`config.mk`:
```
export PLATFORM = sky130hd
export DESIGN_NAME = modbus_spindle_frame_builder
export DESIGN_NICKNAME = d
export VERILOG_FILES = /design/src/rtl/core/msfb_pkg.sv /design/src/rtl/core/msfb_front.sv /design/src/rtl/core/msfb_fifo.sv /design/src/rtl/core/msfb_back.sv /design/src/rtl/core/modbus_spindle_frame_builder.sv
export VERILOG_INCLUDE_DIRS = /design/src /design/src/rtl/core
export SDC_FILE = /design/constraint.sdc
export NUM_CORES = 1
export LEC_CHECK = 0
export BUFFER_PORTS_ARGS = -buffer_cell sky130_fd_sc_hd__buf_2
export CELL_PAD_IN_SITES_DETAIL_PLACEMENT = 0
export CELL_PAD_IN_SITES_GLOBAL_PLACEMENT = 1
export CORE_UTILIZATION = 58
export CTS_BUF_LIST = sky130_fd_sc_hd__clkbuf_4 sky130_fd_sc_hd__clkbuf_8
export DETAILED_ROUTE_END_ITERATION = 8
export GPL_TIMING_DRIVEN = 1
export MAX_ROUTING_LAYER = met4
export PLACE_DENSITY = 0.92
export SLEW_MARGIN = 20
export SYNTH_ARGS = -nofsm -noshare
export SYNTH_HDL_FRONTEND = slang
export SYNTH_HIERARCHICAL = 1
export SYNTH_SLANG_ARGS = --single-unit
```
`constraint.sdc`:
```
create_clock -name clk -period 8.12 [get_ports clk]
set_input_delay 0.812 -clock clk [delete_from_list [all_inputs] [get_ports clk]]
set_output_delay 0.812 -clock clk [all_outputs]
set_load 0.05 [all_outputs]
```
`src/rtl/core/modbus_spindle_frame_builder_macros.svh`:
```
// Assertion macros shared by the spindle frame builder modules.
// Depends on a clk and an active-high synchronous rst in the using module.
`ifndef MODBUS_SPINDLE_FRAME_BUILDER_MACROS_SVH
`define MODBUS_SPINDLE_FRAME_BUILDER_MACROS_SVH

// Check that holds in the same cycle as its condition.
`define MSFB_ASSERT_NOW(label, ante, cons, msg) \
  label: assert property (@(posedge clk) disable iff (rst) (ante) |-> (cons)) \
    else $error(msg);

// Check that holds in the cycle after its condition.
`define MSFB_ASSERT_NEXT(label, ante, cons, msg) \
  label: assert property (@(posedge clk) disable iff (rst) (ante) |=> (cons)) \
    else $error(msg);

`endif

```
`src/rtl/core/msfb_pkg.sv`:
```
// Types, constants and helper functions of the spindle frame builder.
// Used by every module under rtl/core; depends on nothing else.
package msfb_pkg;

  // Command codes.
  localparam logic [2:0] OP_HEARTBEAT = 3'd0;
  localparam logic [2:0] OP_RUN       = 3'd1;
  localparam logic [2:0] OP_STOP      = 3'd2;
  localparam logic [2:0] OP_REVERSE   = 3'd3;
  localparam logic [2:0] OP_SPEED     = 3'd4;

  // Frame geometry: six body bytes, then CRC low and CRC high.
  localparam int unsigned FRAME_BODY_LEN = 6;
  localparam logic [2:0]  IDX_CRC_LO     = 3'd6;
  localparam logic [2:0]  IDX_CRC_HI     = 3'd7;

  localparam logic [15:0] CRC_INIT       = 16'hFFFF;
  localparam logic [15:0] CRC_POLY       = 16'hA001;
  localparam logic [15:0] MAX_RPM_RESET  = 16'd24000;
  localparam logic [7:0]  PCT_SATURATED  = 8'd255;

  localparam int unsigned QUEUE_DEPTH_DEF = 2;

  // One command beat.
  typedef struct packed {
    logic [2:0]  opcode;
    logic [15:0] rpm;
  } cmd_t;

  // One frame byte beat.
  typedef struct packed {
    logic [7:0] frame_byte;
    logic       last_byte;
  } frame_out_t;

  // Body of a frame, byte 0 in element 0.
  typedef logic [FRAME_BODY_LEN-1:0][7:0] body_t;

  // Queue status seen by the producer and the consumer.
  typedef struct packed {
    logic full;
    logic empty;
  } q_status_t;

  // Builds the six body bytes for a valid command.
  function automatic body_t frame_body(input logic [2:0] op, input logic [7:0] pct);
    body_t b;
    b[0] = 8'h01;
    b[1] = 8'h06;
    b[2] = 8'h20;
    b[3] = 8'h00;
    b[4] = 8'h00;
    b[5] = 8'h00;
    case (op)
      OP_HEARTBEAT: begin
        b[1] = 8'h03;
        b[2] = 8'h80;
        b[5] = 8'h01;
      end
      OP_RUN:     b[5] = 8'h01;
      OP_STOP:    b[5] = 8'h06;
      OP_REVERSE: b[5] = 8'h02;
      OP_SPEED: begin
        b[2] = 8'h10;
        b[3] = 8'h02;
        b[4] = pct;
      end
      default: b[5] = 8'h00;
    endcase
    return b;
  endfunction

  // Folds one byte into a CRC-16/Modbus, LSB first.
  function automatic logic [15:0] crc_byte(input logic [15:0] crc, input logic [7:0] data);
    logic [15:0] c;
    c = crc ^ {8'h00, data};
    for (int i = 0; i < 8; i++) begin
      if (c[0]) begin
        c = (c >> 1) ^ CRC_POLY;
      end else begin
        c = c >> 1;
      end
    end
    return c;
  endfunction

endpackage

```
`src/rtl/core/msfb_front.sv`:
```
// Front end: accepts commands, computes the speed percentage with a
// bit-serial divider and pushes the six-byte frame body. Uses msfb_pkg.
module msfb_front import msfb_pkg::*; (
  input  logic      clk,
  input  logic      rst,
  input  logic      in_valid,
  output logic      in_stall,
  input  cmd_t      in_data,
  input  logic [15:0] max_rpm,
  output logic      push,
  output body_t     push_body,
  input  q_status_t q_status
);

  localparam logic [1:0] ST_IDLE = 2'd0;
  localparam logic [1:0] ST_SAT  = 2'd1;
  localparam logic [1:0] ST_DIV  = 2'd2;
  localparam logic [1:0] ST_PUSH = 2'd3;

  logic [1:0]  state;
  logic [2:0]  op;
  logic [23:0] num;
  logic [23:0] dsh;
  logic [2:0]  cnt;
  logic [7:0]  pct;
  logic        accept;
  logic        ge;
  logic [23:0] num_start;

  assign in_stall = (state != ST_IDLE);
  assign accept   = in_valid && !in_stall;

  // Numerator 200*rpm + max_rpm; the divisor is 2*max_rpm.
  assign num_start = {1'b0, in_data.rpm, 7'b0} + {2'b0, in_data.rpm, 6'b0}
                   + {5'b0, in_data.rpm, 3'b0} + {8'b0, max_rpm};

  assign ge = (num >= dsh);

  // The body is composed while waiting for room in the queue.
  assign push      = (state == ST_PUSH) && !q_status.full;
  assign push_body = frame_body(op, pct);

  // Command sequencer and restoring divider, one quotient bit a cycle.
  always_ff @(posedge clk) begin
    if (rst) begin
      state <= ST_IDLE;
    end else begin
      case (state)
        ST_IDLE: begin
          if (accept) begin
            op  <= in_data.opcode;
            num <= num_start;
            dsh <= {max_rpm, 8'b0};
            pct <= '0;
            case (in_data.opcode)
              OP_SPEED: state <= ST_SAT;
              OP_HEARTBEAT, OP_RUN, OP_STOP, OP_REVERSE: state <= ST_PUSH;
              default: state <= ST_IDLE;
            endcase
          end
        end
        ST_SAT: begin
          // A quotient of 256 or more saturates; this also covers max_rpm of zero.
          if ({1'b0, num} >= {dsh, 1'b0}) begin
            pct   <= PCT_SATURATED;
            state <= ST_PUSH;
          end else begin
            cnt   <= 3'd7;
            state <= ST_DIV;
          end
        end
        ST_DIV: begin
          if (ge) begin
            num <= num - dsh;
          end
          pct <= {pct[6:0], ge};
          dsh <= dsh >> 1;
          cnt <= cnt - 3'd1;
          if (cnt == 3'd0) begin
            state <= ST_PUSH;
          end
        end
        ST_PUSH: begin
          if (push) begin
            state <= ST_IDLE;
          end
        end
        default: state <= ST_IDLE;
      endcase
    end
  end

endmodule

```
`src/rtl/core/msfb_fifo.sv`:
```
// Short queue of frame bodies between the front end and the emitter.
// Uses msfb_pkg and the shared assertion macros.
`include "modbus_spindle_frame_builder_macros.svh"
module msfb_fifo import msfb_pkg::*; #(
  parameter int unsigned DEPTH = QUEUE_DEPTH_DEF
) (
  input  logic      clk,
  input  logic      rst,
  input  logic      push,
  input  body_t     push_body,
  input  logic      pop,
  output body_t     head,
  output q_status_t q_status
);

  localparam int unsigned PW = $clog2(DEPTH);
  localparam int unsigned CW = $clog2(DEPTH + 1);

  body_t         entries [DEPTH];
  logic [PW-1:0] wr_ptr;
  logic [PW-1:0] rd_ptr;
  logic [CW-1:0] count;

  assign head           = entries[rd_ptr];
  assign q_status.full  = (count == CW'(DEPTH));
  assign q_status.empty = (count == '0);

  // Storage write.
  always_ff @(posedge clk) begin
    if (push) begin
      entries[wr_ptr] <= push_body;
    end
  end

  // Pointers and fill count.
  always_ff @(posedge clk) begin
    if (rst) begin
      wr_ptr <= '0;
      rd_ptr <= '0;
      count  <= '0;
    end else begin
      if (push) begin
        wr_ptr <= (wr_ptr == PW'(DEPTH - 1)) ? '0 : wr_ptr + 1'b1;
      end
      if (pop) begin
        rd_ptr <= (rd_ptr == PW'(DEPTH - 1)) ? '0 : rd_ptr + 1'b1;
      end
      if (push && !pop) begin
        count <= count + 1'b1;
      end else if (pop && !push) begin
        count <= count - 1'b1;
      end
    end
  end

  `MSFB_ASSERT_NOW(a_no_overflow, push, !q_status.full, "push into a full queue")
  `MSFB_ASSERT_NOW(a_no_underflow, pop, !q_status.empty, "pop from an empty queue")
  `MSFB_ASSERT_NOW(a_count_range, 1'b1, count <= CW'(DEPTH), "fill count above depth")

endmodule

```
`src/rtl/core/msfb_back.sv`:
```
// Back end: takes frame bodies from the queue, emits one byte a beat and
// folds each body byte into the CRC as it goes out. Uses msfb_pkg and the macros.
`include "modbus_spindle_frame_builder_macros.svh"
module msfb_back import msfb_pkg::*; (
  input  logic       clk,
  input  logic       rst,
  input  q_status_t  q_status,
  input  body_t      head,
  output logic       pop,
  output logic       out_valid,
  input  logic       out_stall,
  output frame_out_t out_data
);

  logic        busy;
  logic [2:0]  idx;
  logic [15:0] crc;
  body_t       body;
  logic        load;
  logic        in_body;
  logic [7:0]  cur_byte;

  // The output register can take a new byte when empty or being taken.
  assign load    = !out_valid || !out_stall;
  assign in_body = (idx < 3'(FRAME_BODY_LEN));
  assign pop     = load && (!busy || (idx == IDX_CRC_HI)) && !q_status.empty;

  // Byte selection for the current position in the frame.
  always_comb begin
    if (in_body) begin
      cur_byte = body[idx];
    end else if (idx == IDX_CRC_LO) begin
      cur_byte = crc[7:0];
    end else begin
      cur_byte = crc[15:8];
    end
  end

  // Emitter sequence; a new body is taken while the last byte goes out.
  always_ff @(posedge clk) begin
    if (rst) begin
      busy      <= 1'b0;
      idx       <= '0;
      out_valid <= 1'b0;
    end else if (load) begin
      if (busy) begin
        out_valid           <= 1'b1;
        out_data.frame_byte <= cur_byte;
        out_data.last_byte  <= (idx == IDX_CRC_HI);
      end else begin
        out_valid <= 1'b0;
      end
      if (pop) begin
        body <= head;
        crc  <= CRC_INIT;
        idx  <= '0;
        busy <= 1'b1;
      end else if (busy) begin
        if (in_body) begin
          crc <= crc_byte(crc, cur_byte);
        end
        idx <= idx + 3'd1;
        if (idx == IDX_CRC_HI) begin
          busy <= 1'b0;
        end
      end
    end
  end

  `MSFB_ASSERT_NOW(a_last_wraps, out_valid && out_data.last_byte, idx == '0,
                   "last byte out but frame position not reset")
  `MSFB_ASSERT_NOW(a_mid_frame_valid, busy && (idx != '0), out_valid,
                   "mid-frame with no byte on the output")
  `MSFB_ASSERT_NEXT(a_pop_starts, pop, busy && (idx == '0),
                    "popped body did not start a frame")

endmodule

```
`src/rtl/core/modbus_spindle_frame_builder.sv`:
```
// Spindle command to Modbus RTU frame builder, top level.
// Holds the max_rpm register; uses msfb_pkg, msfb_front, msfb_fifo, msfb_back.
//
// Input channel (in_valid, in_stall, in_data): one beat is one spindle command,
// opcode 0..4 and rpm. Opcodes 5 to 7 are dropped and produce nothing.
// Output channel (out_valid, out_stall, out_data): eight beats per command,
// the six frame bytes then CRC low and CRC high; last_byte marks the CRC high.
// Configuration: cfg_we writes cfg_wdata into max_rpm (full-scale speed).
// Write it only while no command is in flight.
// Path: an accepted command is registered in the front end and pushed into the
// queue, then popped into the emitter, which registers each byte on the output;
// set speed first goes through the saturation check and the percentage divider
// (one quotient bit per cycle), which it skips when the percentage saturates.
// The emitter sends one byte per cycle unless the output stalls, with frames
// back to back. The front end takes no new command until it has pushed the last
// one, so a stream of divided set speed commands is paced by the front end.
// A queue of QUEUE_DEPTH bodies lets the front end keep accepting while the
// emitter is stalled; a stall on the output holds the current byte.
// Reset: synchronous, clears the queue and emitter and sets max_rpm to 24000.
module modbus_spindle_frame_builder import msfb_pkg::*; #(
  parameter int unsigned QUEUE_DEPTH = QUEUE_DEPTH_DEF
) (
  input  logic        clk,
  input  logic        rst,
  input  logic        in_valid,
  output logic        in_stall,
  input  cmd_t        in_data,
  output logic        out_valid,
  input  logic        out_stall,
  output frame_out_t  out_data,
  input  logic        cfg_we,
  input  logic [15:0] cfg_wdata
);

  logic [15:0] max_rpm;
  logic        push;
  body_t       push_body;
  logic        pop;
  body_t       head;
  q_status_t   q_status;

  // Full-scale speed register.
  always_ff @(posedge clk) begin
    if (rst) begin
      max_rpm <= MAX_RPM_RESET;
    end else if (cfg_we) begin
      max_rpm <= cfg_wdata;
    end
  end

  msfb_front u_front (
    .clk       (clk),
    .rst       (rst),
    .in_valid  (in_valid),
    .in_stall  (in_stall),
    .in_data   (in_data),
    .max_rpm   (max_rpm),
    .push      (push),
    .push_body (push_body),
    .q_status  (q_status)
  );

  msfb_fifo #(
    .DEPTH (QUEUE_DEPTH)
  ) u_fifo (
    .clk       (clk),
    .rst       (rst),
    .push      (push),
    .push_body (push_body),
    .pop       (pop),
    .head      (head),
    .q_status  (q_status)
  );

  msfb_back u_back (
    .clk       (clk),
    .rst       (rst),
    .q_status  (q_status),
    .head      (head),
    .pop       (pop),
    .out_valid (out_valid),
    .out_stall (out_stall),
    .out_data  (out_data)
  );

endmodule

```
==> key figures <==
Status
  • Outcome: finished clean

Clock tree
  • CTS Sinks: 259
  • Cts hold-fix bufs: 0
  • H-Tree Depth: 2
  • CTS Buffer Depth: 3
  • Clk_lat worst skew: 570 ps
  • Clk pin slew, worst setup/hold paths: 60 ps
  • CTS tree: built
  • Clock root cell: clkbuf_8
  • Setup Buffers After CTS: 0
  • Post_cts resized: 0
  • CTS Buf Count: 45

Die
  • Initial core utilization: 59.6%
  • FP Rows: 56
  • Die area: 0.0249 sq mm
  • I/O pin cnt: 51
  • Die X: 158 um
  • Core area: 0.0237 sq mm
  • Die H: 158 um

STA
  • Period utilization: 45.0%
  • Post-layout worst setup margin: 4460 ps
  • Hold Slack: 451 ps
  • Final Hold Fails: 0
  • Relative slew slack: 38.7%
  • Tmin final: 3660 ps
  • Actual slew at the worst max-slew pin: 916 ps
  • Setup violations, final: 0
  • Unrepaired setup endpoints after global routing: false
  • Fin. max-slew vios: 0
  • Fmax: 274 MHz
  • Final setup skew: 24.8 ps
  • Post-route setup TNS: 0 ps

Route
  • DRC: 0
  • Post-DRT Antenna Nets: 0
  • Vias post-DR: 8501
  • DRT iter0 DRCs: 557
  • Via density: 5.46
  • Routed WL: 26600 um
  • Drt pass-1 iters: 5
  • Post-DR wirelength/cell: 17.1 um

Final layout
  • Register area: 0.00750 sq mm
  • Layout net count: 1356
  • Layout fillers: 1821
  • Post-route cell area: 0.0155 sq mm
  • Final design utilization: 65.6%
  • Final cell count without fillers: 1556
  • Area growth from synthesis to layout: 10.1%
  • Multi-input gate area: 0.00594 sq mm
  • Share of cells above drive strength 1: 19.2%
  • Ant. Diodes: 0

Synth
  • Unique masters post-synth: 82
  • Synthesized area: 0.0141 sq mm
  • Post-synthesis mux area share: 7.75%
  • Main combinational cell family by area after synthesis: adder cells
  • Post-synth top area share: 49.2%
  • Synth area leader: edfxtp_1
  • Main synth FF type: edfxtp_1
  • Area fraction in and, or, nand and nor cells after synthesis: 7.72%
  • Syn_area_per_cell: 12.5 sq um
  • Post-synthesis sequential area ratio: 53.2%
  • Async SR Flop Fraction: 0%
  • Synth Area in XOR/XNOR: 3.90%
  • Synth warnings: 6
  • Cell count after synthesis: 1127
  • Synthesis-stage register bit count: 259
  • EDFF count, synth: 231
  • Adder-Cell Fraction of Synth Area: 11.6%
  • Synth cell count leaders: edfxtp_1, inv_1, ha_1, nand2_1, a21oi_1
  • Compound-cell area share of the yosys netlist: 10.0%
  • Synth area leaders: edfxtp_1, ha_1, mux2_2, dfxtp_1, fa_1
  • Count leader, synth: edfxtp_1

GRT
  • Initial antenna violation count: 0
  • Vias in the first global route: 8811
  • Grt ovf: 0
  • Largest net degree at the start of global routing: 58
  • Global-route wire length before repair: 43300 um
  • Total GRT Usage: 23.0%

Critical path
  • Critical Path RT: 8400 ps
  • Max incr delay on CP: 510 ps
  • Crit-path cells: buf_2 > inv_1 > fa_1 > fa_1 > inv_1 > ha_1 > a21o_1 > a21oi_1 > nand2_1 > a31oi_2 > o21ai_1 > a311oi_1 > xor2_1 > mux2i_1
  • Crit end category: flip-flop
  • WS Path Type: input pin to flip-flop
  • Slowest-stage cell, CP: fa_1
  • CP startpoint kind: input pin
  • Critical path arrival: 3940 ps
  • CP top delay family: adder cells
  • WP buf/inv: 3
  • Crit Path Max Fanout: 5

Placed design
  • DP HPWL: 18400 um
  • Place WS: 3890 ps
  • RePlAce Congestion: 0.875
  • Placed instance count: 1472
  • Input/output buffers: 50
  • Placement Cell Area: 0.0145 sq mm

Run
  • Max-Cap Viols: 0

Pwr
  • Pleak: 6.21 nW
  • Worst vdd ir: 294 uV
  • Pwr/cell area: 347 mW/mm^2
  • Power Total: 5.39 mW

Min path
  • Worst hold path type: input pin to flip-flop
## sequential cells by signal, summed over array words and instances, names as in the netlist, 2 cells and up, named ones only
register / flops
max_rpm: 16
u_back/body: 48
u_back/crc: 16
u_back/idx: 3
u_back/out_data: 9
u_fifo/count: 2
u_fifo/entries: 96
u_front/cnt: 3
u_front/dsh: 24
u_front/num: 24
u_front/op: 3
u_front/pct: 8
u_front/state: 2
## per-layer routing
layer | wire length, um | vias to the layer above | GRT usage [%]
met5 | 0 | - | -
met4 | 750 | 0 | 8.97
met3 | 976 | 55 | 3.37
met2 | 13600 | 174 | 40.1
met1 | 11200 | 4103 | 26.9
li1 | - | 4169 | -
## area by class of cell
type / count / share of cell area [%]
Clock buffer: 56 / 4.52
Tap cell: 319 / 2.57
Sequential cell: 259 / 48.3
Multi-Input combinational cell: 730 / 38.3
Inverter: 105 / 2.54
Clock inverter: 28 / 1.79
Timing Repair Buffer: 59 / 2.05
## power breakdown
part	total [mW]	switching (mW)	internal, mW
Sequential	1.97	0.140	1.83
Clock	1.28	0.536	0.740
Combinational	2.14	1.22	0.917
## cells by family after synthesis
logic type,count (synthesis)
other cells,2
xor+xnor,57
buf+inv,167
mux,99
compound gates,209
simple gates,218
flops,259
fa+ha+maj,116
## placed cells by master (no fill, tap or decap), types with 8 or more instances in the layout
master / n
inv_1: 104
buf_4: 9
a211o_1: 10
o211ai_1: 9
a21oi_1: 61
nor2_1: 53
edfxtp_1: 231
nor2b_1: 21
and2_1: 8
mux2_2: 60
ha_1: 91
fa_1: 24
nand2b_1: 16
o21ai_0: 44
dfxtp_1: 27
clkbuf_8: 45
buf_2: 50
a211oi_1: 9
nand4_1: 10
xnor2_1: 29
nand2_1: 64
xor2_1: 23
or3_1: 8
mux2i_1: 35
nand3_1: 10
a21o_1: 18
clkbuf_4: 11
clkinv_2: 14
conb_1: 31
## worst paths after layout
| kind | endpoint | slack [ps] | startpoint | cells past startpoint |
|---|---|---|---|---|
| max | u_front/num[22] | 4460 | in_data[5] | 14 |
| min | u_front/op[0] | 450 | in_data[16] | 1 |
| max reg2reg | u_back/crc[15] | 4480 | u_back/idx[1] | 9 |
| min reg2reg | max_rpm[15] | 490 | max_rpm[15] | 2 |
## worst reg2reg max path, stage by stage (launching register included)
cell	delay (ps)
dfxtp_1	700
ha_1	590
mux2_2	410
o2bb2ai_1	230
a221oi_2	110
xnor2_2	300
xnor3_1	380
xnor3_2	440
xnor2_1	170
nand2_1	70
Power figures use the tool's default switching activity.
